===== src/flash_erase_span_planner_unit_macros.svh =====
// ----------------------------------------------------------------------------
// Erase span planner assertion macros
// Concurrent assertion wrappers shared by the planner RTL.
// ----------------------------------------------------------------------------
`ifndef FLASH_ERASE_SPAN_PLANNER_UNIT_MACROS_SVH
`define FLASH_ERASE_SPAN_PLANNER_UNIT_MACROS_SVH

`ifndef ASSERT_OFF

// Check a property on every rising edge, skipped while reset is asserted.
`define FESP_ASSERT(lbl, clk, rst_n, prop, msg) \
  lbl: assert property (@(posedge clk) disable iff (!rst_n) (prop)) else $error(msg);

// Check a property on every rising edge, reset included.
`define FESP_ASSERT_ALWAYS(lbl, clk, prop, msg) \
  lbl: assert property (@(posedge clk) (prop)) else $error(msg);

`else

`define FESP_ASSERT(lbl, clk, rst_n, prop, msg)
`define FESP_ASSERT_ALWAYS(lbl, clk, prop, msg)

`endif

`endif


===== src/fesp_pkg.sv =====
// ----------------------------------------------------------------------------
// Erase span planner package
// Widths, erase opcodes, result codes and size selection helpers.
// ----------------------------------------------------------------------------
`timescale 1ns / 1ps

package fesp_pkg;

  localparam int ADDR_BITS = 24;
  localparam int SPAN_W    = ADDR_BITS + 1;   // addresses up to and including 2^ADDR_BITS
  localparam int SUM_W     = ADDR_BITS + 2;   // address plus size, with rounding headroom
  localparam int SIZE_W    = 25;
  localparam int CAP_W     = 25;

  localparam int LOG4K  = 12;
  localparam int LOG32K = 15;
  localparam int LOG64K = 16;

  localparam logic [SPAN_W-1:0] SZ4K  = SPAN_W'(4096);
  localparam logic [SPAN_W-1:0] SZ32K = SPAN_W'(32 * 1024);
  localparam logic [SPAN_W-1:0] SZ64K = SPAN_W'(64 * 1024);
  localparam logic [SPAN_W-1:0] SPACE = SPAN_W'(1) << ADDR_BITS;

  localparam logic [CAP_W-1:0] CAP_RESET = CAP_W'(1048576);

  localparam logic [7:0] OPC_ERASE64 = 8'hD8;
  localparam logic [7:0] OPC_ERASE32 = 8'h52;
  localparam logic [7:0] OPC_ERASE4  = 8'h20;
  localparam logic [7:0] OPC_NONE    = 8'h00;

  typedef enum logic {
    OPER_START  = 1'b0,
    OPER_RESULT = 1'b1
  } oper_e;

  typedef enum logic [1:0] {
    KIND_ISSUE = 2'd0,
    KIND_DONE  = 2'd1,
    KIND_FAIL  = 2'd2,
    KIND_UNEXP = 2'd3
  } kind_e;

  typedef enum logic [1:0] {
    PEND_NONE = 2'd0,
    PEND_4K   = 2'd1,
    PEND_32K  = 2'd2,
    PEND_64K  = 2'd3
  } pend_e;

  typedef struct packed {
    oper_e                 operation;
    logic [ADDR_BITS-1:0]  span_address;
    logic [SIZE_W-1:0]     span_size;
    logic                  command_ok;
  } item_t;

  typedef struct packed {
    logic [SPAN_W-1:0] cursor;
    logic [SPAN_W-1:0] span_end;
    logic              active;
    pend_e             pending;
  } state_t;

  typedef struct packed {
    kind_e                kind;
    logic [7:0]           opcode;
    logic [ADDR_BITS-1:0] address;
  } result_t;

  // Largest erase that fits at the cursor given the bytes left in the span.
  function automatic pend_e pick_size(logic [SPAN_W-1:0] cur, logic [SPAN_W-1:0] lim);
    logic [SPAN_W-1:0] remain;
    remain = lim - cur;
    if (cur[LOG64K-1:0] == '0 && remain >= SZ64K) begin
      return PEND_64K;
    end else if (cur[LOG32K-1:0] == '0 && remain >= SZ32K) begin
      return PEND_32K;
    end
    return PEND_4K;
  endfunction

  function automatic logic [7:0] opcode_of(pend_e p);
    logic [7:0] opc;
    case (p)
      PEND_64K: opc = OPC_ERASE64;
      PEND_32K: opc = OPC_ERASE32;
      default:  opc = OPC_ERASE4;
    endcase
    return opc;
  endfunction

  function automatic logic [SPAN_W-1:0] bytes_of(pend_e p);
    logic [SPAN_W-1:0] n;
    case (p)
      PEND_64K: n = SZ64K;
      PEND_32K: n = SZ32K;
      default:  n = SZ4K;
    endcase
    return n;
  endfunction

endpackage


===== src/fesp_step.sv =====
// ----------------------------------------------------------------------------
// Erase span planner step logic
// Next planner state and result word for one input word.
// ----------------------------------------------------------------------------
`timescale 1ns / 1ps

module fesp_step (
  input  fesp_pkg::state_t                 state_i,
  input  logic [fesp_pkg::CAP_W-1:0]       capacity_i,
  input  fesp_pkg::item_t                  item_i,
  output fesp_pkg::state_t                 state_o,
  output fesp_pkg::result_t                result_o
);
  import fesp_pkg::*;

  logic [SUM_W-1:0]  sum_raw;
  logic [SUM_W-1:0]  cap_w;
  logic [SUM_W-1:0]  addr_w;
  logic              clip;
  logic              beyond;
  logic [SUM_W-1:0]  total;
  logic [SUM_W-1:0]  rounded;
  logic [SPAN_W-1:0] end_w;
  logic [SPAN_W-1:0] start_w;
  logic [SPAN_W-1:0] next_cur;
  pend_e             pick_start;
  pend_e             pick_next;

  assign addr_w  = SUM_W'(item_i.span_address);
  assign cap_w   = SUM_W'(capacity_i);
  assign sum_raw = addr_w + SUM_W'(item_i.span_size);
  assign clip    = (capacity_i != '0) && (sum_raw > cap_w);
  assign beyond  = addr_w >= cap_w;
  assign total   = clip ? cap_w : sum_raw;
  // round the end up to a sector boundary, then cap at the address space
  assign rounded = (total + SUM_W'(SZ4K - SPAN_W'(1))) & ~SUM_W'(SZ4K - SPAN_W'(1));
  assign end_w   = (rounded > SUM_W'(SPACE)) ? SPACE : rounded[SPAN_W-1:0];
  assign start_w = SPAN_W'(item_i.span_address) & ~(SZ4K - SPAN_W'(1));

  assign next_cur   = state_i.cursor + bytes_of(state_i.pending);
  assign pick_start = pick_size(start_w, end_w);
  assign pick_next  = pick_size(next_cur, state_i.span_end);

  always_comb begin
    state_o  = state_i;
    result_o = '{kind: KIND_UNEXP, opcode: OPC_NONE, address: '0};
    if (item_i.operation == OPER_START) begin
      if (state_i.active) begin
        result_o.kind = KIND_UNEXP;
      end else if (clip && beyond) begin
        result_o.kind = KIND_FAIL;
      end else if (start_w >= end_w) begin
        result_o.kind = KIND_DONE;
      end else begin
        state_o.cursor   = start_w;
        state_o.span_end = end_w;
        state_o.active   = 1'b1;
        state_o.pending  = pick_start;
        result_o.kind    = KIND_ISSUE;
        result_o.opcode  = opcode_of(pick_start);
        result_o.address = start_w[ADDR_BITS-1:0];
      end
    end else if (!state_i.active || state_i.pending == PEND_NONE) begin
      result_o.kind = KIND_UNEXP;
    end else if (item_i.command_ok) begin
      state_o.cursor = next_cur;
      if (next_cur >= state_i.span_end) begin
        state_o.active  = 1'b0;
        state_o.pending = PEND_NONE;
        result_o.kind   = KIND_DONE;
      end else begin
        state_o.pending  = pick_next;
        result_o.kind    = KIND_ISSUE;
        result_o.opcode  = opcode_of(pick_next);
        result_o.address = next_cur[ADDR_BITS-1:0];
      end
    end else if (state_i.pending == PEND_32K) begin
      // retry the same block with a sector erase
      state_o.pending  = PEND_4K;
      result_o.kind    = KIND_ISSUE;
      result_o.opcode  = OPC_ERASE4;
      result_o.address = state_i.cursor[ADDR_BITS-1:0];
    end else begin
      state_o.active  = 1'b0;
      state_o.pending = PEND_NONE;
      result_o.kind   = KIND_FAIL;
    end
  end

endmodule


===== src/flash_erase_span_planner_unit.sv =====
// Pipeline: a word is held in the input register, and its result in the result register.
// Throughput: one word per cycle unless out_stall_i holds the result; the span state updates
//   in the same cycle as the result register, so each word sees the state left by the word before it.
// Reset: rst_ni clears the span state, both valid flags and restores the capacity
//   register to 1 MiB; no clearing pass, ready for words right after reset.
// ----------------------------------------------------------------------------
// Erase span planner
// Clips and aligns an erase span and walks it with 64K/32K/4K erase commands.
// ----------------------------------------------------------------------------
`timescale 1ns / 1ps
`include "flash_erase_span_planner_unit_macros.svh"

module flash_erase_span_planner_unit (
  input  logic                              clk_i,
  input  logic                              rst_ni,
  input  logic                              cfg_we_i,
  input  logic [fesp_pkg::CAP_W-1:0]        cfg_wdata_i,
  input  logic                              in_valid_i,
  output logic                              in_stall_o,
  input  logic                              operation_i,
  input  logic [fesp_pkg::ADDR_BITS-1:0]    span_address_i,
  input  logic [fesp_pkg::SIZE_W-1:0]       span_size_i,
  input  logic                              command_ok_i,
  output logic                              out_valid_o,
  input  logic                              out_stall_i,
  output logic [1:0]                        result_kind_o,
  output logic [7:0]                        erase_opcode_o,
  output logic [fesp_pkg::ADDR_BITS-1:0]    erase_address_o
);
  import fesp_pkg::*;

  logic [CAP_W-1:0] cap_q;
  logic             in_valid_q;
  logic             in_valid_d;
  item_t            in_item_q;
  state_t           state_q;
  state_t           state_d;
  logic             out_valid_q;
  logic             out_valid_d;
  result_t          res_q;
  result_t          res_d;
  logic             adv;
  logic             fire;
  logic             load_in;

  fesp_step u_step (
    .state_i    (state_q),
    .capacity_i (cap_q),
    .item_i     (in_item_q),
    .state_o    (state_d),
    .result_o   (res_d)
  );

  assign adv         = !out_valid_q || !out_stall_i;
  assign fire        = in_valid_q && adv;
  assign in_stall_o  = in_valid_q && !adv;
  assign load_in     = in_valid_i && !in_stall_o;
  assign in_valid_d  = load_in || (in_valid_q && !fire);
  assign out_valid_d = fire || (out_valid_q && out_stall_i);

  always_ff @(posedge clk_i or negedge rst_ni) begin
    if (!rst_ni) begin
      cap_q       <= CAP_RESET;
      in_valid_q  <= 1'b0;
      out_valid_q <= 1'b0;
      state_q     <= '{cursor: '0, span_end: '0, active: 1'b0, pending: PEND_NONE};
    end else begin
      in_valid_q  <= in_valid_d;
      out_valid_q <= out_valid_d;
      if (cfg_we_i) begin
        cap_q <= cfg_wdata_i;
      end
      if (fire) begin
        state_q <= state_d;
      end
    end
  end

  // payload registers, no reset needed
  always_ff @(posedge clk_i) begin
    if (load_in) begin
      in_item_q <= '{operation:    oper_e'(operation_i),
                     span_address: span_address_i,
                     span_size:    span_size_i,
                     command_ok:   command_ok_i};
    end
    if (fire) begin
      res_q <= res_d;
    end
  end

  assign result_kind_o   = res_q.kind;
  assign erase_opcode_o  = res_q.opcode;
  assign erase_address_o = res_q.address;
  assign out_valid_o     = out_valid_q;

  `FESP_ASSERT(a_issue_has_pending, clk_i, rst_ni, (out_valid_o && result_kind_o == KIND_ISSUE) |-> (state_q.active && state_q.pending != PEND_NONE), "issued erase without outstanding command")
  `FESP_ASSERT(a_cursor_in_span, clk_i, rst_ni, state_q.active |-> (state_q.cursor < state_q.span_end), "cursor outside active span")
  `FESP_ASSERT(a_hold_state_on_stall, clk_i, rst_ni, (out_valid_o && out_stall_i) |=> $stable(state_q), "span state moved while result stalled")
  `FESP_ASSERT_ALWAYS(a_idle_no_pending, clk_i, !state_q.active |-> (state_q.pending == PEND_NONE), "command pending while idle")

endmodule


===== config.mk =====
export PLATFORM = sky130hd
export DESIGN_NAME = flash_erase_span_planner_unit
export DESIGN_NICKNAME = d
export VERILOG_FILES = /design/src/fesp_pkg.sv /design/src/fesp_step.sv /design/src/flash_erase_span_planner_unit.sv
export VERILOG_INCLUDE_DIRS = /design/src /design/src/src
export SDC_FILE = /design/constraint.sdc
export NUM_CORES = 1
export LEC_CHECK = 0
export BUFFER_PORTS_ARGS = -buffer_cell sky130_fd_sc_hd__clkbuf_2
export CORE_ASPECT_RATIO = 1.1
export CORE_UTILIZATION = 60
export CTS_BUF_LIST = sky130_fd_sc_hd__clkbuf_4
export DETAILED_ROUTE_END_ITERATION = 10
export GPL_TIMING_DRIVEN = 0
export PLACE_DENSITY = 0.8
export SYNTH_ARGS = -nofsm -noshare
export SYNTH_HDL_FRONTEND = slang
export SYNTH_HIERARCHICAL = 1
export SYNTH_SLANG_ARGS = --single-unit

===== constraint.sdc =====
create_clock -name clk_i -period 10.18 [get_ports clk_i]
set_input_delay 1.018 -clock clk_i [delete_from_list [all_inputs] [get_ports clk_i]]
set_output_delay 1.018 -clock clk_i [all_outputs]
set_load 0.02 [all_outputs]

==> results of run 1 <==
cell type report:
cell class / count / area [µm²]
Multi-Input combinational cell: 1012 / 7616
Fill cell: 1689 / 6594
Sequential cell: 165 / 4556
Timing Repair Buffer: 119 / 640.6
Tap cell: 285 / 356.6
Inverter: 87 / 326.6
Buffer: 49 / 321.6
Clock inverter: 14 / 165.2
Clock buffer: 18 / 135.1
Antenna cell: 1 / 2.502
power by group:
group | internal [mW] | switching [mW] | total [mW]
logic | 0.674 | 0.997 | 1.67
registers | 0.802 | 0.0948 | 0.896
clock network | 0.157 | 0.268 | 0.426
path summary, 6_finish.rpt:
path,slack (ns),to
setup / recovery,0.48,state_q[0]$_DFFE_PN0P_
hold / removal,0.42,state_q[38]$_DFFE_PN0P_
setup reg to reg,0.48,state_q[0]$_DFFE_PN0P_
hold reg to reg,0.51,out_valid_o$_DFF_PN0_
max in group asynchronous,9.07,cap_q[20]$_DFFE_PN1P_
min in group clk_i,0.51,out_valid_o$_DFF_PN0_
cells in the mapped netlist, types with 18 or more instances:
cell,n
edfxtp_1,85
a21o_1,35
ha_1,114
nor2_1,112
mux2_4,49
mux2_2,35
a21oi_1,78
dfrtp_1,79
and2_1,19
xnor2_1,37
nand2_1,108
o21ai_0,55
a31oi_1,18
nand3_1,29
nor3_1,28
inv_1,87
nand4_1,19
nor4_1,19
logic make-up (layout without fill, tap and decap cells):
group                      after synthesis  after routing  share of synthesized area (%)
and+or+nand+nor                        407            407                          15.66
DFF                                    165            165                          35.66
muxes                                   92             92                          9.472
adders and majority gates              117            117                          11.64
xor gates and xnor gates                57             57                          4.085
AOI/OAI and AO/OA                      337            337                          18.38
buffers and inverters                  136            287                          5.074
other                                    1              3                        0.02936
metal layers:
| layer | wire length (µm) | vias to the layer above | share of wire, % | global-route usage (%) |
|---|---|---|---|---|
| li1 | - | 5116 | - | - |
| met1 | 13720 | 5088 | 41 | 36.08 |
| met2 | 17050 | 399 | 51 | 55.85 |
| met3 | 1541 | 79 | 4.6 | 4.094 |
| met4 | 1277 | 0 | 3.8 | 14.65 |
| met5 | 0 | - | 0 | 0 |
sequential cells by signal (all words and copies together) (netlist names):
| signal | flops |
|---|---|
| out_valid_o | 1 |
| state_q | 53 |
| in_valid_q | 1 |
| erase_address_o | 24 |
| result_kind_o | 2 |
| erase_opcode_o | 8 |
| in_item_q | 51 |
| cap_q | 25 |
per-stage QoR:
step,instances,cell area (µm²),power [mW],setup slack [ns]
detailed placement,1715,13760,2.528,0.6115
global placement,1713,13710,2.497,0.6997
floorplan,1313,12780,2.121,2.362
global route,1750,14120,3.168,0.02678
CTS,1747,14060,2.958,0.5920
finish,1750,14120,2.993,0.4764
critical path, delay by kind of cell (launching register included):
family          cells  cell delay, ns
compound gates     14            3.16
xor+xnor            2            0.49
mux                 1            0.26
flops               1            0.39
simple gates       14            3.48
fa+ha+maj           5            1.40
buf+inv             3            0.45
timing repair:
item	4_1_cts	5_1_grt
resized for setup	0	5
setup buffers	0	2
setup endpoints to repair	0	1
layout by cell type, fill, tap and decap left out, types with 19 or more instances in the layout:
| cell | netlist | final |
|---|---|---|
| a21o_1 | 35 | 35 |
| a21oi_1 | 78 | 78 |
| clkbuf_2 | 1 | 115 |
| clkbuf_4 | 0 | 19 |
| dfrtp_1 | 79 | 79 |
| edfxtp_1 | 85 | 85 |
| ha_1 | 114 | 114 |
| inv_1 | 87 | 87 |
| mux2_2 | 35 | 35 |
| mux2_4 | 49 | 49 |
| nand2_1 | 108 | 108 |
| nand3_1 | 29 | 29 |
| nand4_1 | 19 | 19 |
| nor2_1 | 112 | 112 |
| nor3_1 | 28 | 28 |
| nor4_1 | 19 | 19 |
| o21ai_0 | 55 | 55 |
| xnor2_1 | 37 | 36 |
==> results.sh, run 1 <==
export IMPL_dieHeight_um=155.0
export IMPL_ys_flop_type="edfxtp_1"
export IMPL_clock_latency_ns=0.59
export IMPL_fin_crit_ns=9.704
export IMPL_startpoint_type="register"
export IMPL_routed_via_count=10680
export IMPL_finalWeightedCongestion=0.9559
export IMPL_crit_path_start="in_item_q[26]$_DFFE_PP_"
export IMPL_ys_seq_elements=165
export IMPL_critPathRequiredTime_ns=10.67
export IMPL_cts_made_buffers=17
export IMPL_r2r_cells=39
export IMPL_overflow=0
export IMPL_cts_tree="built"
export IMPL_grt_pass1_vias=10110
export IMPL_htree_levels=4
export IMPL_firstDrtPassIters=7
export IMPL_crit_fanout=10
export IMPL_drc=0
export IMPL_antenna_found_initial=1
export IMPL_num_rows=55
export IMPL_dieArea_um2=21880
export IMPL_power_leakage_nw=6.375
export IMPL_hold_buffers=0
export IMPL_syn2layout_area_growth_pct=10.54
export IMPL_start_util_pct=61.67
export IMPL_clock_path_buffers=2
export IMPL_wl_um=33590
export IMPL_tns_ns=0
export IMPL_num_io_pins=117
export IMPL_finalMaxSlewViolations=0
export IMPL_yosysSeqAreaShare_pct=35.66
export IMPL_worst_pin_slew_ns=0.9262
export IMPL_grtUsageTotal_pct=30.88
export IMPL_drive_above_1_share_pct=20.97
export IMPL_synth_area_um2=12770
export IMPL_drt_iter0_markers=858
export IMPL_synth_area_leaders="edfxtp_1 20%, dfrtp_1 15%, ha_1 11%"
export IMPL_synth_warnings=6
export IMPL_grt_pass1_wl_um=51730
export IMPL_avgRoutedWirePerCell_um=19.20
export IMPL_slowest_stage="nor4_1"
export IMPL_ant_nets=0
export IMPL_postSynthAreaPerCell_um2=9.736
export IMPL_setup_viol=0
export IMPL_async_flop_share_pct=48.48
export IMPL_fin_crit_sh_pct=95.32
export IMPL_final_core_utilization_pct=68.17
export IMPL_status="finished clean"
export IMPL_skew_ns=0.02511
export IMPL_critPathArrivalTime_ns=10.19
export IMPL_root_buffer="clkbuf_4"
export IMPL_syn_inst=1312
export IMPL_rsz0062_at_grt="no"
export IMPL_grt_start_max_net_pins=47
export IMPL_end_kind="register"
export IMPL_reg2reg_from="in_item_q[26]$_DFFE_PP_"
export IMPL_yosys_cell_types_count=98
export IMPL_drv_cap=0
export IMPL_dp_hpwl_um=26130
export IMPL_hp_class="input pin to asynchronous set/reset pin"
export IMPL_p_per_area_nw_per_um2=212.0
export IMPL_path_class="register to register"
export IMPL_slew_headroom_pct=37.72
export IMPL_clock_fmax_mhz=103.1
export IMPL_io_buffer_count=115
export IMPL_synth_edff_count=85
export IMPL_synth_top_area_cell="edfxtp_1"
export IMPL_die_x_um=141.1
export IMPL_fin_hold_ws_ns=0.4215
export IMPL_via_per_inst=6.104
export IMPL_hold_violations=0
export IMPL_yosysTopAreaCellShare_pct=19.98
export IMPL_critical_path_max_stage_delay_ns=0.53
export IMPL_cts_clk_slew_worst_paths_ns=0.16
export IMPL_irDropWorstVdd_v=0.0001002
export IMPL_core_area_um2=20710
export IMPL_final_nets=1649
export IMPL_clock_sinks=165
Note: power is estimated with default switching activity, not from simulation.
==> run 2: changes to the inputs <==
--- a/config.mk
+++ b/config.mk
@@ -6,6 +6,7 @@
 export SDC_FILE = /design/constraint.sdc
 export NUM_CORES = 1
 export LEC_CHECK = 0
+export ABC_AREA = 1
 export BUFFER_PORTS_ARGS = -buffer_cell sky130_fd_sc_hd__clkbuf_2
 export CORE_ASPECT_RATIO = 1.1
 export CORE_UTILIZATION = 60
==> results.sh, run 2 <==
export IMPL_setup_viol=0
export IMPL_avgRoutedWirePerCell_um=17.00
export IMPL_dieHeight_um=156.9
export IMPL_synth_commonest_cells="520 x nand2_1, 248 x inv_1, 132 x nor2_1"
export IMPL_io_buffer_count=115
export IMPL_ys_flop_type="edfxtp_1"
export IMPL_grt_start_max_net_pins=65
export IMPL_synth_area_leaders="edfxtp_1 20%, dfrtp_1 15%, nand2_1 15%"
export IMPL_num_rows=56
export IMPL_syn2layout_area_growth_pct=10.37
export IMPL_dieArea_um2=22400
export IMPL_most_common_layout_cells="520 x nand2_1, 246 x inv_1, 132 x nor2_1"
export IMPL_irDropWorstVdd_v=0.0001262
export IMPL_p_per_area_nw_per_um2=202.4
export IMPL_cp_num_buf_inv=4
export IMPL_antenna_found_initial=2
export IMPL_rsz0062_at_grt="no"
export IMPL_root_buffer="clkbuf_4"
export IMPL_final_core_utilization_pct=67.58
export IMPL_cts_made_buffers=17
export IMPL_cts_resized=0
export IMPL_r2r_cells=48
export IMPL_overflow=0
export IMPL_finalMaxSlewViolations=0
export IMPL_via_per_inst=5.683
export IMPL_yosys_cell_types_count=59
export IMPL_hold_buffers=0
export IMPL_synth_area_um2=13090
export IMPL_core_area_um2=21370
export IMPL_critPathArrivalTime_ns=9.12
export IMPL_crit_path_start="in_item_q[39]$_DFFE_PP_"
export IMPL_hold_violations=0
export IMPL_final_nets=2121
export IMPL_ys_seq_elements=165
export IMPL_worst_pin_slew_ns=1.099
export IMPL_clock_latency_ns=0.61
export IMPL_postSynthAreaPerCell_um2=7.331
export IMPL_end_kind="register"
export IMPL_crit_fanout=10
export IMPL_startpoint_type="register"
export IMPL_fin_crit_ns=8.732
export IMPL_critical_path_top_delay_family="simple AND/OR/NAND/NOR gates"
export IMPL_regMostFlops="state_q"
export IMPL_synth_most_common_cell="nand2_1"
export IMPL_finalPower_mw=2.924
export IMPL_largest_reg_flops=53
export IMPL_clock_path_buffers=2
export IMPL_slowest_stage="edfxtp_1"
export IMPL_cts_tree="built"
export IMPL_yosysTopAreaCellShare_pct=19.51
export IMPL_grt_pass1_wl_um=59260
export IMPL_slew_headroom_pct=26.19
export IMPL_dp_hpwl_um=30200
export IMPL_fin_crit_sh_pct=85.77
export IMPL_drt_iter0_markers=1050
export IMPL_drive_above_1_share_pct=12.14
export IMPL_cp_common_cell="nand2_1"
export IMPL_hp_class="input pin to asynchronous set/reset pin"
export IMPL_power_leakage_nw=7.566
export IMPL_path_class="register to register"
export IMPL_drv_cap=0
export IMPL_start_util_pct=61.23
export IMPL_grt_pass1_vias=11780
export IMPL_clock_fmax_mhz=114.5
export IMPL_status="finished clean"
export IMPL_firstDrtPassIters=7
export IMPL_grtUsageTotal_pct=34.91
export IMPL_critPathRequiredTime_ns=10.57
export IMPL_die_x_um=142.8
export IMPL_skew_ns=0.03644
export IMPL_ant_nets=0
export IMPL_finalWeightedCongestion=0.9934
export IMPL_drc=0
export IMPL_htree_levels=4
export IMPL_reg2reg_from="in_item_q[39]$_DFFE_PP_"
export IMPL_critical_path_max_stage_delay_ns=0.60
export IMPL_final_common_cell="nand2_1"
export IMPL_tns_ns=0
export IMPL_num_io_pins=117
export IMPL_routed_via_count=12670
export IMPL_synth_top_area_cell="edfxtp_1"
export IMPL_clock_sinks=165
export IMPL_yosysSeqAreaShare_pct=34.82
export IMPL_synth_edff_count=85
export IMPL_async_flop_share_pct=48.48
export IMPL_synth_warnings=6
export IMPL_syn_inst=1785
export IMPL_post_cts_buffers=0
export IMPL_nFillCells=1878
export IMPL_reg_largest_list="state_q (53), in_item_q (51), cap_q (25)"
export IMPL_path_depth=48
export IMPL_cts_clk_slew_worst_paths_ns=0.18
export IMPL_wl_um=37890
run 2: area by class of cell:
| cell class | count | area [µm²] | area share, % |
|---|---|---|---|
| well taps | 290 | 362.8 | 2.512 |
| repair buffers | 118 | 645.6 | 4.470 |
| plain buffers | 48 | 316.6 | 2.192 |
| inverters | 257 | 969.7 | 6.714 |
| multi-input cells | 1316 | 7247 | 50.18 |
| flip-flops and latches | 165 | 4556 | 31.54 |
| clock buffers | 17 | 127.6 | 0.8836 |
| clock inverters | 15 | 210.2 | 1.455 |
| diodes | 3 | 7.507 | 0.05198 |
run 2: kinds of logic (layout without fill, tap and decap cells):
kind of cell	after synthesis	count (layout)	synth area share [%]
buf+inv	305	455	9.830
fa+ha+maj	117	117	11.36
xor+xnor	39	39	2.610
flops	165	165	34.82
compound gates	258	258	11.37
simple gates	900	900	29.99
other cells	1	5	0.02866
run 2: through the flow:
stage               instances  setup WS [ns]  hold WS [ns]  instance area, µm²
floorplan                1786          3.473        0.4558               13090
global placement         2191          1.831        0.4761               14030
detailed placement       2193          1.744        0.4801               14080
CTS                      2225          1.702        0.2870               14420
global route             2229         0.9222        0.2774               14440
finish                   2229          1.448        0.3083               14440
run 2: final timing paths:
kind / slack [ns] / end
hold reg to reg: 0.50 / cap_q[20]$_DFFE_PN1P_
setup reg to reg: 1.45 / erase_opcode_o[6]$_DFFE_PP_
max in group asynchronous: 9.19 / cap_q[20]$_DFFE_PN1P_
min in group clk_i: 0.50 / cap_q[20]$_DFFE_PN1P_
hold / removal: 0.31 / state_q[41]$_DFFE_PN0P_
setup / recovery: 1.45 / erase_opcode_o[6]$_DFFE_PP_
run 2: routing by layer:
metal | part of all wire [%] | global-route usage, %
met5 | 0 | 0
met4 | 4.8 | 18.33
met3 | 4.9 | 3.917
met2 | 50 | 62.63
met1 | 40 | 40.82
run 2: power by group:
group | switching [mW] | internal, mW | total, mW | leakage [nW]
combinational | 1.04 | 0.543 | 1.58 | 5.53
sequential | 0.0927 | 0.797 | 0.889 | 1.86
clock | 0.291 | 0.162 | 0.453 | 0.175
